==> src/hdl/ktsd_pkg.sv <==
package ktsd_pkg;

   // field widths of the command and response transactions
   localparam int CMD_W    = 2;
   localparam int KEY_W    = 32;
   localparam int PRICE_W  = 32;
   localparam int POS_W    = 7;
   localparam int STATUS_W = 3;
   localparam int TOTAL_W  = 8;

   localparam int DEFAULT_CAPACITY = 128;

   // command codes
   localparam logic [CMD_W-1:0] CMD_INSERT = 2'd0;
   localparam logic [CMD_W-1:0] CMD_UPDATE = 2'd1;
   localparam logic [CMD_W-1:0] CMD_DELETE = 2'd2;
   localparam logic [CMD_W-1:0] CMD_READ   = 2'd3;

   // status codes
   localparam logic [STATUS_W-1:0] ST_OK       = 3'd0;
   localparam logic [STATUS_W-1:0] ST_FULL     = 3'd1;
   localparam logic [STATUS_W-1:0] ST_EMPTY    = 3'd2;
   localparam logic [STATUS_W-1:0] ST_NOTFOUND = 3'd3;
   localparam logic [STATUS_W-1:0] ST_RANGE    = 3'd4;

   // write enables from the sequencer to the two table memories
   typedef struct packed {
      logic key_we;
      logic price_we;
   } ktsd_wr_type;

endpackage

==> src/hdl/ktsd_ram.sv <==
module ktsd_ram #(
   parameter int WIDTH = ktsd_pkg::KEY_W,
   parameter int DEPTH = ktsd_pkg::DEFAULT_CAPACITY
) (
   input  logic                     clock,
   input  logic                     wr_en,
   input  logic [$clog2(DEPTH)-1:0] wr_addr,
   input  logic [WIDTH-1:0]         wr_data,
   input  logic [$clog2(DEPTH)-1:0] rd_addr,
   output logic [WIDTH-1:0]         rd_data
);

   logic [WIDTH-1:0] store_ff [DEPTH];
   logic [WIDTH-1:0] rd_data_ff;

   // write one entry, read one entry with a registered output
   always_ff @(posedge clock) begin
      if (wr_en) begin
         store_ff[wr_addr] <= wr_data;
      end
      rd_data_ff <= store_ff[rd_addr];
   end

   assign rd_data = rd_data_ff;

endmodule

==> config.mk <==
export PLATFORM = sky130hd
export DESIGN_NAME = ktsd_ram
export DESIGN_NICKNAME = d
export VERILOG_FILES = /design/src/hdl/ktsd_pkg.sv /design/src/hdl/ktsd_ram.sv
export SDC_FILE = /design/constraint.sdc
export NUM_CORES = 2
export LEC_CHECK = 0
export BUFFER_PORTS_ARGS = -buffer_cell sky130_fd_sc_hd__buf_2
export CAP_MARGIN = 30
export CELL_PAD_IN_SITES_DETAIL_PLACEMENT = 0
export CELL_PAD_IN_SITES_GLOBAL_PLACEMENT = 1
export CORE_MARGIN = 4
export CORE_UTILIZATION = 50
export DETAILED_ROUTE_END_ITERATION = 8
export PLACE_DENSITY = 0.72
export SLEW_MARGIN = 20
export SYNTH_ARGS = -nofsm -noshare
export SYNTH_HDL_FRONTEND = slang
export SYNTH_SLANG_ARGS = --single-unit
==> constraint.sdc <==
create_clock -name clock -period 4.6 [get_ports clock]
set_input_delay 0.92 -clock clock [delete_from_list [all_inputs] [get_ports clock]]
set_output_delay 0.92 -clock clock [all_outputs]
set_load 0.01 [all_outputs]
## Word-level counts from Yosys, hierarchy flattened

Memory sizes are Yosys's and may differ from the RTL's. A register that Yosys moved wholly into a read port is not among the register bits.
Cells that the tools add are included.

| storage, ports and cells | value |
|---|---|
| register bits after elaboration | 0 |
| memories | 1 |
| memory bits (writable) | 4096 |

| cells by class | value |
|---|---|
| mux-type cells | 2 |

Memories:

| memory | depth | bits a word | rd ports | clocked after memory_dff | wr ports | RTL line | text |
|---|---|---|---|---|---|---|---|
| store_ff | 128 | 32 | 1 | 1 | 1 | ktsd_ram.sv:13 | `logic [WIDTH-1:0] store_ff [DEPTH];` |

Operators by type and width:

| kind | number |
|---|---|
| 2-to-1 mux 1 bit | 2 |

## Longest topological paths before layout

| logic depth | value |
|---|---|
| depth after elaboration | 2 |
| mapped depth | 8 |
| depth with buffers taken out | 4 |

## Least setup slack after synthesis

Ideal clock, no wire load.

| timing | value |
|---|---|
| path type | in2reg |
| start point | input port wr_en |
| end point | memory store_ff[98][0] in the netlist's numbering (enable) |
| library setup time | 0.461 ns |
| slack | 0.441 ns |
| arrival time | 3.698 ns |
| cell stages on the path | 3 |
| buffers on the path | 1 |
| cells stage by stage | clkbuf_1 > nand4_1 > nor3_1 |

| between the ends | value |
|---|---|
| word-level cells in the longest chain between the ends | 2 |

RTL lines:

| item | RTL line | text |
|---|---|---|
| from (decl) | ktsd_ram.sv:6 | `input logic wr_en,` |
| 2-to-1 mux 1 bit | ktsd_ram.sv:18 | `if (wr_en) begin` |
| 2-to-1 mux 1 bit (implied by the code) | ktsd_ram.sv:19 | `store_ff[wr_addr] <= wr_data;` |
| to (decl) | ktsd_ram.sv:13 |  |

Every way passes these cells.

==> impl_metrics.json <==
{
  "status": "completed",
  "vias": 72646,
  "rr_startpoint": "store_ff[119][24]$_DFFE_PP_",
  "dpl_cell_area_um2": 166200,
  "switching_share_pct": 21.18,
  "viasPerCell": 6.565,
  "worstSetupPathType": "in -> reg",
  "wire_per_inst_um": 37.48,
  "hold_start": "wr_data[18]",
  "tns_ns": 0,
  "critical-path-max-stage-delay_ns": 0.66,
  "wirelength_um": 414700,
  "clkTransAtPathRegs_ns": 0.06,
  "htree_num_levels": 5,
  "grt_overflow": 0,
  "cts-root-buf": "clkbuf_16",
  "clock_skew_ns": 0.03731,
  "internal-power_mw": 61.61,
  "cts.sink_count": 4128,
  "crit_fanout": 50,
  "cts_setup_buffers": 0,
  "cp-start-kind": "primary input",
  "design_area_um2": 179400,
  "drt_iter0_markers": 11485,
  "track_usage_pct": 25.77,
  "ctsLongestPathBuffers": 4,
  "grt_setup_unrepaired": "false",
  "cts_resized": 0,
  "hold_ws_ns": 0.4347,
  "min_path_type": "in -> reg",
  "ys_seq_elements": 4128,
  "critPathTopFamily": "multiplexers",
  "relSlewSlack_pct": 25.73,
  "dieArea_um2": 321600,
  "cp_cell_sequence": "buf_12, buf_12, buf_12, mux4_2, mux4_2, mux4_2, mux2_2",
  "ir_drop_mv": 0.3081,
  "route.detailed.drc": 0,
  "avgSynthCellArea_um2": 26.09,
  "initial_core_util_pct": 50.15,
  "clk_latency_ns": 0.92,
  "io_buffers": 79,
  "drv_cap": 0,
  "die-width_um": 567.1,
  "fin_util_pct": 57.57,
  "fmax_ghz": 0.2932,
  "dp_hpwl_um": 229800,
  "synth_top_flop_cell": "edfxtp_1",
  "ys_types": 17,
  "fin_cells": 11066,
  "ctsHoldBuffers": 0,
  "antenna_found_initial": 53,
  "fillers": 21512,
  "cts_tree": "done",
  "hold_viol": 0,
  "cpMaxStageDelayCell": "mux4_2",
  "drive_gt1_share_pct": 36.99,
  "grt_pass1_vias": 72217,
  "sequentialPowerShare_pct": 53.4,
  "dr.pass1.iters": 5,
  "synthTopCellsByArea": "edfxtp_1, mux4_2, clkbuf_1",
  "synth_cells": 5990,
  "grt_start_max_net_pins": 97,
  "finalWeightedCongestion": 0.8249,
  "async_flop_share_pct": 0,
  "crit_required_ns": 5.39,
  "finalSetupViolCount": 0,
  "period_share_pct": 74.15,
  "io_pins": 80,
  "syn_area_um2": 156300,
  "grt_pass1_wl_um": 577400,
  "nets": 6581,
  "yosysWarningCount": 0,
  "yosysTopAreaCellShare_pct": 78.71,
  "die_y_um": 567.1,
  "synth.yosys.seq_area_share_pct": 79.12,
  "switching_power_mw": 16.55,
  "startpoint": "rd_addr[0]",
  "worst_ep_arrival_time_ns": 4.20,
  "min_period_ns": 3.411,
  "power_frac_comb_pct": 5.3,
  "crit_path_end_kind": "register",
  "synth_nets": 6038,
  "drv_slew": 0,
  "synth_common_cells": "edfxtp_1, mux4_2, clkbuf_1, nor2_1, buf_2",
  "rows": 205,
  "cts_buffers": 399,
  "worst_pin_slew_ns": 1.114,
  "coreArea_um2": 311600,
  "yosysMostFrequentCell": "edfxtp_1",
  "power.share.clock_pct": 41.3,
  "drtAntennaViolNets": 0,
  "synth_edf_count": 4096,
  "p_leak_nw": 55.02,
  "yosysTopAreaCell": "edfxtp_1",
  "power.density_nw_per_um2": 435.7,
  "dp_cells": 10262,
  "cp_num_buf_inv": 3,
  "syn_to_final_growth_pct": 14.81
}
==> flip-flops by register name, indices dropped and copies added (netlist names) <==
signal / flops
rd_data: 32
store_ff: 4096
==> power groups by stage <==
| stage | registers (mW) | clock network [mW] | logic (mW) |
|---|---|---|---|
| global placement | 42.6 | 0 | 4.04 |
| CTS | 41.8 | 32.6 | 4.12 |
| finish | 41.8 | 32.3 | 4.15 |
| global route | 41.7 | 34.4 | 4.33 |
| detailed placement | 42.6 | 0 | 4.11 |
| floorplan | 42.4 | 0 | 2.00 |
==> worst paths after layout <==
kind                                  to  cells past startpoint  slack [ns]
max                  rd_data[13]$_DFF_P_                      7        1.19
min          store_ff[118][18]$_DFFE_PP_                      1        0.43
max reg2reg          rd_data[24]$_DFF_P_                      4        1.96
min reg2reg           rd_data[5]$_DFF_P_                      4        1.13
==> area by class of cell <==
type	instances	area [um^2]	area share, %
clock buffers	522	10750	5.994
clock inverters	215	2074	1.156
repair buffers	458	5340	2.976
well taps	4140	5180	2.887
flip-flops and latches	4128	123600	68.91
multi-input cells	1546	32290	18.00
diodes	57	142.6	0.07950
==> routing by layer <==
| layer | wire, um | GRT usage (%) | vias to the layer above |
|---|---|---|---|
| met3 | 47850 | 6.333 | 636 |
| met4 | 13120 | 8.040 | 26 |
| li1 | - | - | 27568 |
| met1 | 158700 | 37.49 | 39897 |
| met2 | 194700 | 39.12 | 4519 |
| met5 | 312 | 0.3570 | - |
==> through the flow <==
stage	setup slack, ns	power, mW
2_1_floorplan	0.4413	44.41
4_1_cts	1.217	78.52
5_1_grt	1.094	80.40
3_3_place_gp	0.2583	46.60
3_5_place_dp	0.2363	46.67
6_report	1.189	78.17
==> logic make-up after synthesis <==
group         count (synthesis)  synth area share [%]
buf+inv                     316                0.8391
simple gates                170                0.4460
flops                      4128                 79.12
mux                        1376                 19.60
==> cell usage in the layout, fill, tap and decap left out, drive strengths merged, types with 9 or more instances in the layout <==
cell type / netlist / routed
clkinvlp: 0 / 17
mux4: 1344 / 1344
buf: 134 / 458
clkinv: 0 / 153
clkbuf: 182 / 522
bufinv: 0 / 35
nand2: 14 / 14
diode: 0 / 57
nor2: 122 / 122
edfxtp: 4096 / 4096
nand3: 12 / 12
dfxtp: 32 / 32
nor3: 9 / 9
inv: 0 / 10
mux2: 32 / 32
No activity file was read; power rests on OpenSTA's default activity.
