==> config.mk <==
export PLATFORM = sky130hd
export DESIGN_NAME = ktsd_ctrl
export DESIGN_NICKNAME = d
export VERILOG_FILES = /design/src/hdl/ktsd_pkg.sv /design/src/hdl/ktsd_ctrl.sv
export SDC_FILE = /design/constraint.sdc
export NUM_CORES = 1
export LEC_CHECK = 0
export BUFFER_PORTS_ARGS = -buffer_cell sky130_fd_sc_hd__clkbuf_2
export CORE_AREA = 2 2 173 124
export CTS_CLUSTER_SIZE = 24
export DETAILED_ROUTE_END_ITERATION = 7
export DIE_AREA = 0 0 175 126
export PLACE_DENSITY = 0.8
export SLEW_MARGIN = 20
export SYNTH_ARGS = -nofsm -noshare
export SYNTH_HDL_FRONTEND = slang
export SYNTH_SLANG_ARGS = --single-unit
export TNS_END_PERCENT = 50
==> constraint.sdc <==
create_clock -name clock -period 7.2 [get_ports clock]
set_input_delay 1.44 -clock clock [delete_from_list [all_inputs] [get_ports clock]]
set_output_delay 1.44 -clock clock [all_outputs]
set_load 0.03 [all_outputs]
==> src/hdl/ktsd_pkg.sv <==
package ktsd_pkg;

   // field widths of the command and response transactions
   localparam int CMD_W    = 2;
   localparam int KEY_W    = 32;
   localparam int PRICE_W  = 32;
   localparam int POS_W    = 7;
   localparam int STATUS_W = 3;
   localparam int TOTAL_W  = 8;

   localparam int DEFAULT_CAPACITY = 128;

   // command codes
   localparam logic [CMD_W-1:0] CMD_INSERT = 2'd0;
   localparam logic [CMD_W-1:0] CMD_UPDATE = 2'd1;
   localparam logic [CMD_W-1:0] CMD_DELETE = 2'd2;
   localparam logic [CMD_W-1:0] CMD_READ   = 2'd3;

   // status codes
   localparam logic [STATUS_W-1:0] ST_OK       = 3'd0;
   localparam logic [STATUS_W-1:0] ST_FULL     = 3'd1;
   localparam logic [STATUS_W-1:0] ST_EMPTY    = 3'd2;
   localparam logic [STATUS_W-1:0] ST_NOTFOUND = 3'd3;
   localparam logic [STATUS_W-1:0] ST_RANGE    = 3'd4;

   // write enables from the sequencer to the two table memories
   typedef struct packed {
      logic key_we;
      logic price_we;
   } ktsd_wr_type;

endpackage

==> src/hdl/ktsd_ctrl.sv <==
module ktsd_ctrl #(
   parameter int CAPACITY = ktsd_pkg::DEFAULT_CAPACITY
) (
   input  logic                                clock,
   input  logic                                reset,
   // command channel
   input  logic                                req_valid,
   output logic                                req_stall,
   input  logic [ktsd_pkg::CMD_W-1:0]          req_cmd,
   input  logic signed [ktsd_pkg::KEY_W-1:0]   req_key,
   input  logic [ktsd_pkg::PRICE_W-1:0]        req_price,
   input  logic [ktsd_pkg::POS_W-1:0]          req_position,
   // response channel
   output logic                                rsp_valid,
   input  logic                                rsp_stall,
   output logic [ktsd_pkg::STATUS_W-1:0]       rsp_status,
   output logic [ktsd_pkg::TOTAL_W-1:0]        rsp_entry_total,
   output logic signed [ktsd_pkg::KEY_W-1:0]   rsp_read_key,
   output logic [ktsd_pkg::PRICE_W-1:0]        rsp_read_price,
   // table memories
   output ktsd_pkg::ktsd_wr_type               mem_wr,
   output logic [$clog2(CAPACITY)-1:0]         mem_wr_addr,
   output logic signed [ktsd_pkg::KEY_W-1:0]   mem_wr_key,
   output logic [ktsd_pkg::PRICE_W-1:0]        mem_wr_price,
   output logic [$clog2(CAPACITY)-1:0]         mem_rd_addr,
   input  logic signed [ktsd_pkg::KEY_W-1:0]   mem_rd_key,
   input  logic [ktsd_pkg::PRICE_W-1:0]        mem_rd_price
);

   import ktsd_pkg::*;

   localparam int AW   = $clog2(CAPACITY);
   localparam int CW   = $clog2(CAPACITY + 1);
   localparam int CMPW = (CW > POS_W) ? CW : POS_W;

   localparam logic [2:0] S_IDLE   = 3'd0;
   localparam logic [2:0] S_READ   = 3'd1;
   localparam logic [2:0] S_SEARCH = 3'd2;
   localparam logic [2:0] S_SHIFT  = 3'd3;
   localparam logic [2:0] S_DONE   = 3'd4;

   logic [2:0]          state_ff, state_in;
   logic [CMD_W-1:0]    cmd_ff, cmd_in;
   logic signed [KEY_W-1:0] key_ff, key_in;
   logic [PRICE_W-1:0]  price_ff, price_in;
   logic [AW-1:0]       idx_ff, idx_in;
   logic [CW-1:0]       count_ff, count_in;
   logic [STATUS_W-1:0] res_status_ff, res_status_in;
   logic signed [KEY_W-1:0] res_key_ff, res_key_in;
   logic [PRICE_W-1:0]  res_price_ff, res_price_in;
   logic                rsp_valid_ff, rsp_valid_in;
   logic [STATUS_W-1:0] rsp_status_ff, rsp_status_in;
   logic [TOTAL_W-1:0]  rsp_total_ff, rsp_total_in;
   logic signed [KEY_W-1:0] rsp_key_ff, rsp_key_in;
   logic [PRICE_W-1:0]  rsp_price_ff, rsp_price_in;

   logic [CW-1:0]       next_idx;
   logic [CW-1:0]       next2_idx;
   logic                more_next;
   logic                more_next2;
   logic                key_hit;

   // one transaction at a time: no read can meet a pending write to the same entry
   assign req_stall  = (state_ff != S_IDLE);

   assign next_idx   = CW'(idx_ff) + CW'(1);
   assign next2_idx  = next_idx + CW'(1);
   assign more_next  = (next_idx < count_ff);
   assign more_next2 = (next2_idx < count_ff);
   assign key_hit    = (mem_rd_key == key_ff);

   // sequence insert, read, search, shift and response
   always_comb begin
      state_in      = state_ff;
      cmd_in        = cmd_ff;
      key_in        = key_ff;
      price_in      = price_ff;
      idx_in        = idx_ff;
      count_in      = count_ff;
      res_status_in = res_status_ff;
      res_key_in    = res_key_ff;
      res_price_in  = res_price_ff;
      rsp_valid_in  = rsp_valid_ff;
      rsp_status_in = rsp_status_ff;
      rsp_total_in  = rsp_total_ff;
      rsp_key_in    = rsp_key_ff;
      rsp_price_in  = rsp_price_ff;
      mem_wr        = '0;
      mem_wr_addr   = idx_ff;
      mem_wr_key    = key_ff;
      mem_wr_price  = price_ff;
      mem_rd_addr   = idx_ff;

      // drop the response once taken
      if (rsp_valid_ff && !rsp_stall) begin
         rsp_valid_in = 1'b0;
      end

      case (state_ff)
         S_IDLE: begin
            if (req_valid) begin
               cmd_in        = req_cmd;
               key_in        = req_key;
               price_in      = req_price;
               res_status_in = ST_OK;
               res_key_in    = '0;
               res_price_in  = '0;
               state_in      = S_DONE;
               case (req_cmd)
                  CMD_INSERT: begin
                     if (count_ff >= CW'(CAPACITY)) begin
                        res_status_in = ST_FULL;
                     end else begin
                        mem_wr.key_we   = 1'b1;
                        mem_wr.price_we = 1'b1;
                        mem_wr_addr     = count_ff[AW-1:0];
                        mem_wr_key      = req_key;
                        mem_wr_price    = req_price;
                        count_in        = count_ff + CW'(1);
                     end
                  end
                  CMD_UPDATE, CMD_DELETE: begin
                     if (count_ff == '0) begin
                        res_status_in = ST_EMPTY;
                     end else begin
                        mem_rd_addr = '0;
                        idx_in      = '0;
                        state_in    = S_SEARCH;
                     end
                  end
                  default: begin
                     if (count_ff == '0) begin
                        res_status_in = ST_EMPTY;
                     end else if (CMPW'(req_position) >= CMPW'(count_ff)) begin
                        res_status_in = ST_RANGE;
                     end else begin
                        mem_rd_addr = AW'(req_position);
                        state_in    = S_READ;
                     end
                  end
               endcase
            end
         end

         // capture the entry at the requested position
         S_READ: begin
            res_key_in   = mem_rd_key;
            res_price_in = mem_rd_price;
            state_in     = S_DONE;
         end

         // compare one entry per cycle, prefetch the next
         S_SEARCH: begin
            if (key_hit) begin
               if (cmd_ff == CMD_UPDATE) begin
                  mem_wr.price_we = 1'b1;
                  state_in        = S_DONE;
               end else if (more_next) begin
                  mem_rd_addr = next_idx[AW-1:0];
                  state_in    = S_SHIFT;
               end else begin
                  count_in = count_ff - CW'(1);
                  state_in = S_DONE;
               end
            end else if (more_next) begin
               mem_rd_addr = next_idx[AW-1:0];
               idx_in      = next_idx[AW-1:0];
            end else begin
               res_status_in = ST_NOTFOUND;
               state_in      = S_DONE;
            end
         end

         // move entry idx+1 down to idx, read idx+2 in the same cycle
         S_SHIFT: begin
            mem_wr.key_we   = 1'b1;
            mem_wr.price_we = 1'b1;
            mem_wr_key      = mem_rd_key;
            mem_wr_price    = mem_rd_price;
            idx_in          = next_idx[AW-1:0];
            if (more_next2) begin
               mem_rd_addr = next2_idx[AW-1:0];
            end else begin
               count_in = count_ff - CW'(1);
               state_in = S_DONE;
            end
         end

         // hand the result to the output register once it is free
         S_DONE: begin
            if (!rsp_valid_ff || !rsp_stall) begin
               rsp_valid_in  = 1'b1;
               rsp_status_in = res_status_ff;
               rsp_total_in  = TOTAL_W'(count_ff);
               rsp_key_in    = res_key_ff;
               rsp_price_in  = res_price_ff;
               state_in      = S_IDLE;
            end
         end

         default: begin
            state_in = S_IDLE;
         end
      endcase
   end

   // control state
   always_ff @(posedge clock) begin
      if (reset) begin
         state_ff     <= S_IDLE;
         count_ff     <= '0;
         rsp_valid_ff <= 1'b0;
      end else begin
         state_ff     <= state_in;
         count_ff     <= count_in;
         rsp_valid_ff <= rsp_valid_in;
      end
   end

   // payload
   always_ff @(posedge clock) begin
      cmd_ff        <= cmd_in;
      key_ff        <= key_in;
      price_ff      <= price_in;
      idx_ff        <= idx_in;
      res_status_ff <= res_status_in;
      res_key_ff    <= res_key_in;
      res_price_ff  <= res_price_in;
      rsp_status_ff <= rsp_status_in;
      rsp_total_ff  <= rsp_total_in;
      rsp_key_ff    <= rsp_key_in;
      rsp_price_ff  <= rsp_price_in;
   end

   assign rsp_valid       = rsp_valid_ff;
   assign rsp_status      = rsp_status_ff;
   assign rsp_entry_total = rsp_total_ff;
   assign rsp_read_key    = rsp_key_ff;
   assign rsp_read_price  = rsp_price_ff;

endmodule

After elaboration in Yosys (flattened, before gate mapping)
Index checks and enable logic that the tools add are counted.
- flip-flop bits (word level): 227
- output and inout bits: 157
- reductions and logical operators: 19
- order comparisons: 4
- equal/unequal tests: 19
- muxes and demuxes: 68
- add/sub/neg operators: 4
- operator list (cell ; count):
    $pmux 32 s2 ; 4
    $mux 32 ; 7
    $mux 7 ; 15
    $mux 8 ; 7
    $mux 3 ; 15
    $pmux 7 s3 ; 2
    $eq 32x32->1 ; 1
    $pmux 8 s3 ; 1
    $pmux 3 s2 ; 3
    $add 8x1->8 const B ; 2
    $lt 8x8->1 ; 2
    $ne 2x2->1 const B ; 8
    $pmux 3 s5 ; 1
    $pmux 7 s2 ; 1
    $reduce_and 4->1 ; 3
    $add 7x1->8 const B ; 1
    $ge 7x8->1 ; 1
    $ge 8x8->1 const B ; 1
    $logic_not 8->1 ; 1
    $mux 2 ; 4
    $reduce_and 8->1 ; 1
    $sub 8x1->8 const B ; 1
    $eq 3x2->1 const B ; 2
    $mux 1 ; 6
    17 further kinds ; 24

Depth between registers and ports, before layout
Gate-level depths: netlist of the first run.
- depth in word-level cells: 6
- depth in mapped cells: 16

Worst setup path before layout of the first run
OpenSTA, ideal clock, no wires.
- path type: in2reg
- from: input port rsp_stall
- to: register rsp_total_ff[0] (netlist: rsp_entry_total[0]), enable pin
- setup time: 0.533 ns
- data arrival time: 5.095 ns
- setup slack: 1.572 ns
- data required time: 6.667 ns
- path buffers: 0
- stages on the path: 1
- path through: a21oi_1
- word-level cells in the longest chain between the ends: 3
- RTL lines (item ; RTL line ; RTL):
    start: declaration ; ktsd_ctrl.sv:15 ; input logic rsp_stall,
    $logic_not 1->1 ; ktsd_ctrl.sv:191 ; if (!rsp_valid_ff || !rsp_stall) begin
    $logic_or 1x1->1 ; ktsd_ctrl.sv:191 ;
    $reduce_and 2->1 (no line) ; -- ;
    end signal: assignment ; ktsd_ctrl.sv:230 ; rsp_total_ff <= rsp_total_in;
    end: declaration ; ktsd_ctrl.sv:53 ; logic [TOTAL_W-1:0] rsp_total_ff, rsp_total_in;
Every way passes these cells.
A chain may end at the register's enable or synchronous reset.

Final worst setup path of the first run
- from: register idx_ff[0]
- to: output port mem_rd_addr[5]
- word-level cells in the longest chain between the ends: 6
- elaborated cells on any way between the ends: 9
- classes of those cells: add/sub: 2; order compare: 2; mux: 5
- RTL lines (item ; RTL line ; RTL):
    start: declaration ; ktsd_ctrl.sv:46 ; logic [AW-1:0] idx_ff, idx_in;
    start signal: assignment ; ktsd_ctrl.sv:225 ; idx_ff <= idx_in;
    $add 7x1->8 * ; ktsd_ctrl.sv:66 ; assign next_idx = CW'(idx_ff) + CW'(1);
    branches (longest 4 deep; another with $add 8x1->8) ; -- ;
    $pmux 7 s3 * ; ktsd_ctrl.sv:99 ; case (state_ff)
    end: declaration ; ktsd_ctrl.sv:25 ; output logic [$clog2(CAPACITY)-1:0] mem_rd_addr,
Every way passes the cells marked *.

==> results.json, run 1 <==
{
  "status": "finished clean",
  "fillers": 1605,
  "hold_depth": 0,
  "synthFlopType": "edfxtp_1",
  "htreeDepth": 1,
  "fmax_mhz": 170,
  "core_area_um2": 20400,
  "finalSetupViolCount": 0,
  "ant_nets": 0,
  "synth_compound_area_share_pct": 11.3,
  "yosys.area_share.simple_pct": 13.9,
  "grt_pass1_wl_um": 45300,
  "ir_worst_vdd_v": 0.000168,
  "cp-start-kind": "flip-flop",
  "drv_slew": 0,
  "critical_path.endpoint_type": "output pin",
  "layout-drive-gt1-share_pct": 31.1,
  "syn_area_per_cell_um2": 12.4,
  "cts_buffer_depth": 3,
  "ys_ff_latch": 227,
  "syn_area_um2": 10600,
  "pwr-share-seq_pct": 44.3,
  "fin_skew_ns": 0.0205,
  "post-route-util_pct": 63.7,
  "vias": 8010,
  "postCtsSetupBuffers": 0,
  "slew_headroom_pct": 33.9,
  "drc": 0,
  "synth_cell_type_count": 72,
  "yosysWarnings": 0,
  "wl_um": 30000,
  "io_pins": 298,
  "cts_root_buffer": "clkbuf_16",
  "antenna_found_initial": 0,
  "worstHoldPathType": "flip-flop to flip-flop",
  "firstDrtPassIters": 7,
  "clk_latency_ns": 0.50,
  "swShare_pct": 33.9,
  "seq_area_um2": 6700,
  "timing.rr.end": "count_ff[1]",
  "p_leak_nw": 5.49,
  "rrSetupSlack_ns": 3.29,
  "wl_per_cell_um": 21.0,
  "comb_power_share_pct": 27.8,
  "synth_top_family_by_area": "simple AND/OR/NAND/NOR gates",
  "fin_crit_sh_pct": 81.7,
  "final.setup.tns_ns": 0,
  "required_ns": 5.76,
  "r2r.worst_path.cells": 13,
  "syn-num-nets": 1031,
  "internal_power_mw": 2.66,
  "hold_viol": 0,
  "synth_edf_count": 215,
  "numCtsBuffers": 23,
  "clkPwrFrac_pct": 27.9,
  "cts_tree": "done",
  "worstMarginPinSlew_ns": 0.992,
  "viasPerCell": 5.59,
  "yosys.area_share.xor_xnor_pct": 4.13,
  "ctsHoldBuffers": 0,
  "num-nets-final": 1315,
  "die-area_um2": 22100,
  "gp_congestion": 1.05,
  "synthArstFlopShare_pct": 0,
  "max_cap_viol_count": 0,
  "hold_path_startpoint": "res_price_ff[20]",
  "multi_input_area_um2": 3650,
  "io_buffers": 297,
  "critPathArrivalTime_ns": 4.44,
  "ys_seq_area_share_pct": 63.1,
  "clkSinkCount": 227,
  "p_sw_mw": 1.36,
  "grt_max_degree": 75,
  "synth.area.mux_share_pct": 1.00,
  "syn_to_final_growth_pct": 22.6,
  "die_y_um": 126,
  "gr-total-overflow": 0,
  "rows": 44,
  "fin_crit_ns": 5.88,
  "grt_pass1_vias": 7795,
  "start_util_pct": 52.0,
  "die_w_um": 175,
  "power_density_nw_per_um2": 309,
  "dp_hpwl_um": 21400,
  "cts_resized": 0,
  "criticalPathCategory": "flip-flop to output pin",
  "r2r_start": "idx_ff[0]",
  "crit_fanout": 12,
  "drt_iter0_markers": 760,
  "worstHoldEndpoint": "rsp_read_price[20]",
  "syn_inst": 858,
  "clk_pin_slew_ns": 0.07,
  "grt_usage_pct": 26.9,
  "rsz0062_at_grt": "no",
  "synthAdderAreaFrac_pct": 3.84
}
worst max path at each step:
stage,startpoint,to,cells after the start
floorplan,rsp_stall,rsp_entry_total[0],1
global placement,mem_rd_key[29],mem_rd_addr[5],9
detailed placement,idx_ff[0],mem_rd_addr[5],14
CTS,idx_ff[0],mem_rd_addr[5],14
global route,idx_ff[0],mem_rd_addr[5],14
finish,idx_ff[0],mem_rd_addr[5],14
final cells by class:
class / count / share of cell area (%)
multi-input combinational: 564 / 28.1
clock inverter: 11 / 0.817
clock buffer: 28 / 4.57
timing repair buffer: 302 / 11.7
tap: 276 / 2.65
sequential: 227 / 51.5
inverter: 24 / 0.702
antenna: 1 / 0.0192
synth_stat cells (3+ instances only):
| library cell | count | area (um2) |
|---|---|---|
| and2_1 | 66 | 413 |
| a211oi_1 | 4 | 30.0 |
| xnor2_1 | 10 | 87.6 |
| a22oi_1 | 68 | 510 |
| nor2b_1 | 3 | 18.8 |
| nor4_1 | 9 | 56.3 |
| and3_1 | 4 | 25.0 |
| or2_2 | 3 | 18.8 |
| or3_1 | 3 | 18.8 |
| nand4_1 | 5 | 31.3 |
| dfxtp_1 | 12 | 240 |
| o22ai_1 | 3 | 18.8 |
| a211o_1 | 4 | 35.0 |
| mux2_2 | 5 | 56.3 |
| o21ai_0 | 21 | 105 |
| nor3_1 | 5 | 25.0 |
| o41ai_1 | 3 | 26.3 |
| clkbuf_1 | 17 | 63.8 |
| xor2_1 | 40 | 350 |
| mux2i_1 | 5 | 50.1 |
| a21oi_1 | 21 | 105 |
| buf_6 | 3 | 33.8 |
| ha_1 | 31 | 388 |
| buf_1 | 7 | 26.3 |
| o31ai_1 | 4 | 30.0 |
| a21o_1 | 3 | 22.5 |
| nand3_1 | 11 | 55.1 |
| nor2_1 | 29 | 109 |
| buf_2 | 12 | 60.1 |
| nand2_1 | 152 | 571 |
| o211ai_1 | 5 | 37.5 |
| inv_1 | 22 | 82.6 |
| a31oi_1 | 4 | 25.0 |
| edfxtp_1 | 215 | 6460 |
logic make-up (layout without fill, tap and decap cells):
group,count (synthesis),in the layout
buffers and inverters,67,365
flip-flops,227,227
XOR/XNOR,50,50
multiplexers,10,10
AO/OA/AOI/OAI,166,166
AND/OR/NAND/NOR,306,306
other,0,1
adder cells (fa/ha/maj),32,32
layout by cell type (no fill, tap or decap), drive strengths merged, types with 10 or more instances in the layout:
master / instances
o21ai: 23
clkinv: 10
ha: 31
a22oi: 68
nor2: 31
xor2: 40
inv: 23
edfxtp: 215
dfxtp: 12
clkbuf: 325
nand2: 152
and2: 66
a21oi: 21
xnor2: 10
nand3: 11
flip-flops by register name, summed over array words and instances, names as in the netlist:
register	count
key_ff	32
price_ff	32
res_key_ff	32
res_price_ff	32
rsp_read_key	32
rsp_read_price	32
count_ff	8
rsp_entry_total	8
idx_ff	7
res_status_ff	3
rsp_status	3
state_ff	3
cmd_ff	2
rsp_valid	1
stage by stage:
stage | instances | power, mW | hold slack (ns) | cell area, um2 | setup WS [ns]
2_1_floorplan | 858 | 2.54 | 0.400 | 10600 | 1.57
3_3_place_gp | 1393 | 2.90 | 0.401 | 12300 | 2.03
3_5_place_dp | 1393 | 2.92 | 0.405 | 12300 | 1.95
4_1_cts | 1432 | 4.04 | 0.399 | 13000 | 1.40
5_1_grt | 1432 | 4.19 | 0.422 | 13000 | 1.08
6_report | 1433 | 4.03 | 0.400 | 13000 | 1.32
layer usage:
| metal | GRT usage (%) | up-vias | share of wire, % |
|---|---|---|---|
| met3 | 5.89 | 32 | 9.4 |
| met1 | 38.9 | 3829 | 44 |
| met2 | 42.7 | 440 | 45 |
| met4 | 4.95 | 0 | 1.5 |
| li1 | - | 3709 | - |
| met5 | 0 | - | 0 |
power groups by stage:
stage / Clock, mW / Sequential [mW] / Combinational, mW
after detailed placement: 0 / 1.81 / 1.11
final: 1.12 / 1.78 / 1.12
after global routing: 1.19 / 1.80 / 1.20
after global placement: 0 / 1.80 / 1.10
after floorplan: 0 / 1.89 / 0.654
after CTS: 1.15 / 1.78 / 1.11
critical path, cell delays in order, from the launching register on:
cell and delay, ns:
edfxtp_1 0.57, ha_1 0.38, nand3_1 0.23, xor2_1 0.27, nor4b_1 0.39, xor2_1 0.32
ha_1 0.29, nand2_1 0.09, o21a_1 0.14, o21a_2 0.17, o221ai_2 0.14, a31o_1 0.26
a21o_1 0.17, a221o_1 0.33, clkbuf_2 0.18
Note: power is estimated with default switching activity, not from simulation.
==> inputs of run 2 (changes only) <==
- clock period: 7.2 -> 5.75 ns (I/O delays scaled with it)
==> results.json, run 2 (same netlist as run 1, synthesis figures left out) <==
{
  "status": "finished clean",
  "ir_worst_vdd_v": 0.000288,
  "swShare_pct": 34.3,
  "die_y_um": 126,
  "viasPerCell": 5.59,
  "critical_path.endpoint_type": "output pin",
  "grt_usage_pct": 27.2,
  "rows": 44,
  "num-nets-final": 1321,
  "gp_congestion": 0.953,
  "pwr-share-seq_pct": 43.3,
  "slew_headroom_pct": 31.4,
  "rsz0062_at_grt": "no",
  "cp_slowest_cell": "edfxtp_1",
  "fin_skew_ns": 0.0121,
  "holdWs_ns": 0.414,
  "start_util_pct": 52.0,
  "drt_iter0_markers": 678,
  "ctsHoldBuffers": 0,
  "antenna_found_initial": 2,
  "clkSinkCount": 227,
  "cts_buffer_depth": 3,
  "power_density_nw_per_um2": 391,
  "fin_crit_ns": 5.47,
  "comb_power_share_pct": 27.8,
  "io_buffers": 297,
  "layout-drive-gt1-share_pct": 32.0,
  "worstHoldPathType": "flip-flop to flip-flop",
  "ant_nets": 0,
  "fmax_mhz": 183,
  "vias": 8057,
  "drc": 0,
  "power_mw": 5.13,
  "p_leak_nw": 5.53,
  "grt_max_degree": 75,
  "path_delay_family": "compound AO/OA/AOI/OAI gates",
  "post-route-util_pct": 64.2,
  "fin_crit_sh_pct": 95.1,
  "grt_pass1_vias": 7888,
  "hold_viol": 0,
  "io_pins": 298,
  "internal_power_mw": 3.37,
  "p_sw_mw": 1.76,
  "finalSetupViolCount": 0,
  "max_stage_delay_ns": 0.48,
  "diodes": 0,
  "post-place-ws_ns": 0.742,
  "die_w_um": 175,
  "htreeDepth": 1,
  "cp-start-kind": "flip-flop",
  "numCtsBuffers": 24,
  "die-area_um2": 22100,
  "criticalPathCategory": "flip-flop to output pin",
  "worstMarginPinSlew_ns": 1.03,
  "critPathArrivalTime_ns": 4.32,
  "firstDrtPassIters": 5,
  "clkPwrFrac_pct": 29.0,
  "final.setup.tns_ns": 0,
  "cts_tree": "done",
  "critPathBufInv": 1,
  "crit_fanout": 7,
  "dp_hpwl_um": 21700,
  "clk_pin_slew_ns": 0.07,
  "final_cell_mix": "297 x clkbuf_2, 215 x edfxtp_1, 152 x nand2_1",
  "max_cap_viol_count": 0,
  "syn_to_final_growth_pct": 23.6,
  "wl_um": 30700,
  "layout_commonest_cell": "clkbuf_2",
  "grt_pass1_wl_um": 45700,
  "wl_per_cell_um": 21.3,
  "required_ns": 4.60,
  "fillers": 1626,
  "setup_ws_ns": 0.284,
  "core_area_um2": 20400,
  "clk_latency_ns": 0.51,
  "drv_slew": 0,
  "gr-total-overflow": 0,
  "crit_chain": "ha_2, nand3_1, xor2_1, nor3_2, a31o_2, ha_1, a21oi_1, o21a_1, o21a_2, o221ai_2, a31o_1, a21o_1, a221o_1, clkbuf_2",
  "cts_root_buffer": "clkbuf_16"
}
## run 2: per-layer routing
| metal | track usage (%) | routed length, um |
|---|---|---|
| met5 | 0 | 23 |
| met4 | 7.65 | 872 |
| met3 | 7.43 | 3020 |
| met2 | 40.2 | 13100 |
| met1 | 39.7 | 13700 |
## run 2: cell type report
cell class / count / area (um2) / area share (%)
Timing Repair Buffer: 307 / 1560 / 11.9
Sequential cell: 227 / 6700 / 51.0
Inverter: 24 / 91.3 / 0.696
Clock inverter: 13 / 103 / 0.782
Clock buffer: 31 / 658 / 5.02
Multi-Input combinational cell: 564 / 3660 / 27.9
Tap cell: 276 / 345 / 2.63
## run 2: worst register-to-register path: cells and delay by family, from the launching register on
kind | cells | cell delay [ns]
compound gates | 4 | 1.41
fa+ha+maj | 2 | 0.63
flops | 1 | 0.48
xor+xnor | 1 | 0.48
simple gates | 3 | 0.43
buf+inv | 1 | 0.14
## run 2: final timing paths
path | startpoint | endpoint | slack (ns) | cells past startpoint
max | idx_ff[1] | mem_rd_addr[5] | 0.28 | 14
min | res_key_ff[7] | rsp_read_key[7] | 0.41 | 0
max reg2reg | idx_ff[1] | idx_ff[3] | 1.91 | 11
min reg2reg | res_key_ff[7] | rsp_read_key[7] | 0.41 | 0
## run 2: repair_timing
action | 4_1_cts | 5_1_grt
setup buffers | 0 | 3
endpoints found under the setup margin | 0 | 3
resized for setup | 0 | 2
## run 2: metrics by stage
step / cells / cell area (um2)
2_1_floorplan: 858 / 10600
3_3_place_gp: 1395 / 12300
3_5_place_dp: 1395 / 12300
4_1_cts: 1439 / 13100
5_1_grt: 1442 / 13100
6_report: 1442 / 13100
## run 2: power groups by stage
stage / sequential, mW / combinational, mW / clock, mW
finish: 2.22 / 1.43 / 1.49
global route: 2.24 / 1.53 / 1.58
CTS: 2.22 / 1.41 / 1.51
detailed placement: 2.25 / 1.40 / 0
global placement: 2.24 / 1.40 / 0
floorplan: 2.36 / 0.818 / 0
==> inputs of run 3 (changes only) <==
- clock period: 5.75 -> 5.5 ns (I/O delays scaled with it)
==> results.json, run 3 (same netlist as run 1, synthesis figures left out) <==
{
  "status": "finished clean",
  "critical_path.endpoint_type": "output pin",
  "required_ns": 4.40,
  "swShare_pct": 34.1,
  "fin_skew_ns": 0.0108,
  "p_sw_mw": 1.84,
  "ctsHoldBuffers": 0,
  "syn_to_final_growth_pct": 24.0,
  "core_area_um2": 20400,
  "cts_tree": "done",
  "place_inst": 1396,
  "clk_latency_ns": 0.51,
  "hold_viol": 0,
  "gp_congestion": 0.939,
  "clkPwrFrac_pct": 28.8,
  "io_pins": 298,
  "clk_pin_slew_ns": 0.06,
  "max_stage_delay_ns": 0.38,
  "drt_iter0_markers": 806,
  "path_delay_family": "compound AO/OA/AOI/OAI gates",
  "cp_slowest_cell": "ha_1",
  "layout-drive-gt1-share_pct": 32.3,
  "antenna_found_initial": 1,
  "dp_hpwl_um": 21900,
  "vias": 8044,
  "die_y_um": 126,
  "grt_pass1_vias": 7735,
  "layout_commonest_cell": "clkbuf_2",
  "rows": 44,
  "worstMarginPinSlew_ns": 0.975,
  "start_util_pct": 52.0,
  "cp-start-kind": "flip-flop",
  "critPathArrivalTime_ns": 4.20,
  "die-area_um2": 22100,
  "comb_power_share_pct": 28.0,
  "numCtsBuffers": 23,
  "max_cap_viol_count": 0,
  "wl_per_cell_um": 21.4,
  "drc": 0,
  "final_cell_mix": "296 x clkbuf_2, 215 x edfxtp_1, 152 x nand2_1",
  "rsz0062_at_grt": "no",
  "htreeDepth": 1,
  "slew_headroom_pct": 35.0,
  "p_leak_nw": 5.56,
  "grt_max_degree": 75,
  "ir_worst_vdd_v": 0.000261,
  "clkSinkCount": 227,
  "fillers": 1629,
  "worstHoldPathType": "flip-flop to flip-flop",
  "cts_root_buffer": "clkbuf_16",
  "critPathBufInv": 4,
  "grt_usage_pct": 27.4,
  "pwr-share-seq_pct": 43.1,
  "criticalPathCategory": "flip-flop to output pin",
  "crit_chain": "buf_4, inv_1, ha_1, inv_1, nand3_1, nor3_4, a31o_2, ha_1, a21oi_1, o21a_1, o21a_2, o221ai_2, a31o_1, a21o_1, a221o_1, clkbuf_2",
  "final.setup.tns_ns": 0,
  "fin_crit_ns": 5.30,
  "fin_crit_sh_pct": 96.3,
  "io_buffers": 297,
  "ant_nets": 0,
  "power_density_nw_per_um2": 410,
  "internal_power_mw": 3.55,
  "firstDrtPassIters": 5,
  "wl_um": 30800,
  "finalSetupViolCount": 0,
  "fin_cells": 1440,
  "power_mw": 5.39,
  "viasPerCell": 5.59,
  "die_w_um": 175,
  "crit_fanout": 11,
  "grt_pass1_wl_um": 46000,
  "fmax_mhz": 189,
  "gr-total-overflow": 0,
  "drv_slew": 0,
  "num-nets-final": 1321,
  "cts_buffer_depth": 3
}
[run 3: area by class of cell]
type	count	area (um2)	area share [%]
multi-input combinational	564	3690	28.0
inverter	24	91.3	0.694
clock buffer	27	591	4.49
tap	276	345	2.62
clock inverter	13	144	1.09
sequential	227	6700	50.9
timing repair buffer	308	1600	12.2
antenna	1	2.50	0.0190
[run 3: metal layers]
metal / vias up / part of all wire, % / GRT usage [%]
li1: 3734 / - / -
met1: 3873 / 45 / 40.9
met2: 385 / 44 / 40.0
met3: 52 / 8.6 / 6.76
met4: 0 / 2.5 / 7.60
met5: - / 0 / 0
[run 3: power by group through the flow]
stage / Sequential [mW] / Clock [mW] / Combinational, mW
floorplan: 2.47 / 0 / 0.856
global placement: 2.35 / 0 / 1.47
detailed placement: 2.36 / 0 / 1.47
CTS: 2.33 / 1.57 / 1.48
global route: 2.35 / 1.64 / 1.63
finish: 2.33 / 1.55 / 1.51
[run 3: per-stage QoR]
step	instance area (um2)	hold WS [ns]	setup slack [ns]	util, %
floorplan	10600	0.400	0.212	-
global placement	12300	0.400	0.478	60.4
detailed placement	12300	0.405	0.482	60.4
CTS	13100	0.416	0.0352	64.1
global route	13200	0.421	0.0110	64.4
finish	13200	0.417	0.202	64.4
[run 3: worst paths after layout]
check	start	end	slack [ns]	cells past startpoint
max reg2reg	idx_ff[2]	count_ff[7]	1.81	11
min	res_price_ff[20]	rsp_read_price[20]	0.42	0
min reg2reg	res_price_ff[20]	rsp_read_price[20]	0.42	0
max	idx_ff[0]	mem_rd_addr[5]	0.20	16
[run 3: timing repair]
action                                  in CTS  in global routing
pin swaps                                    0                  1
setup buffers                                0                  2
endpoints found under the setup margin       2                  6
resized for setup                            2                  6
[run 3: worst register-to-register path: cells and delay by family, from the launching register on]
kind            cells  cell delay [ns]
simple gates        3             0.65
flops               1             0.54
xor+xnor            1             0.54
fa+ha+maj           1             0.37
compound gates      6             1.52
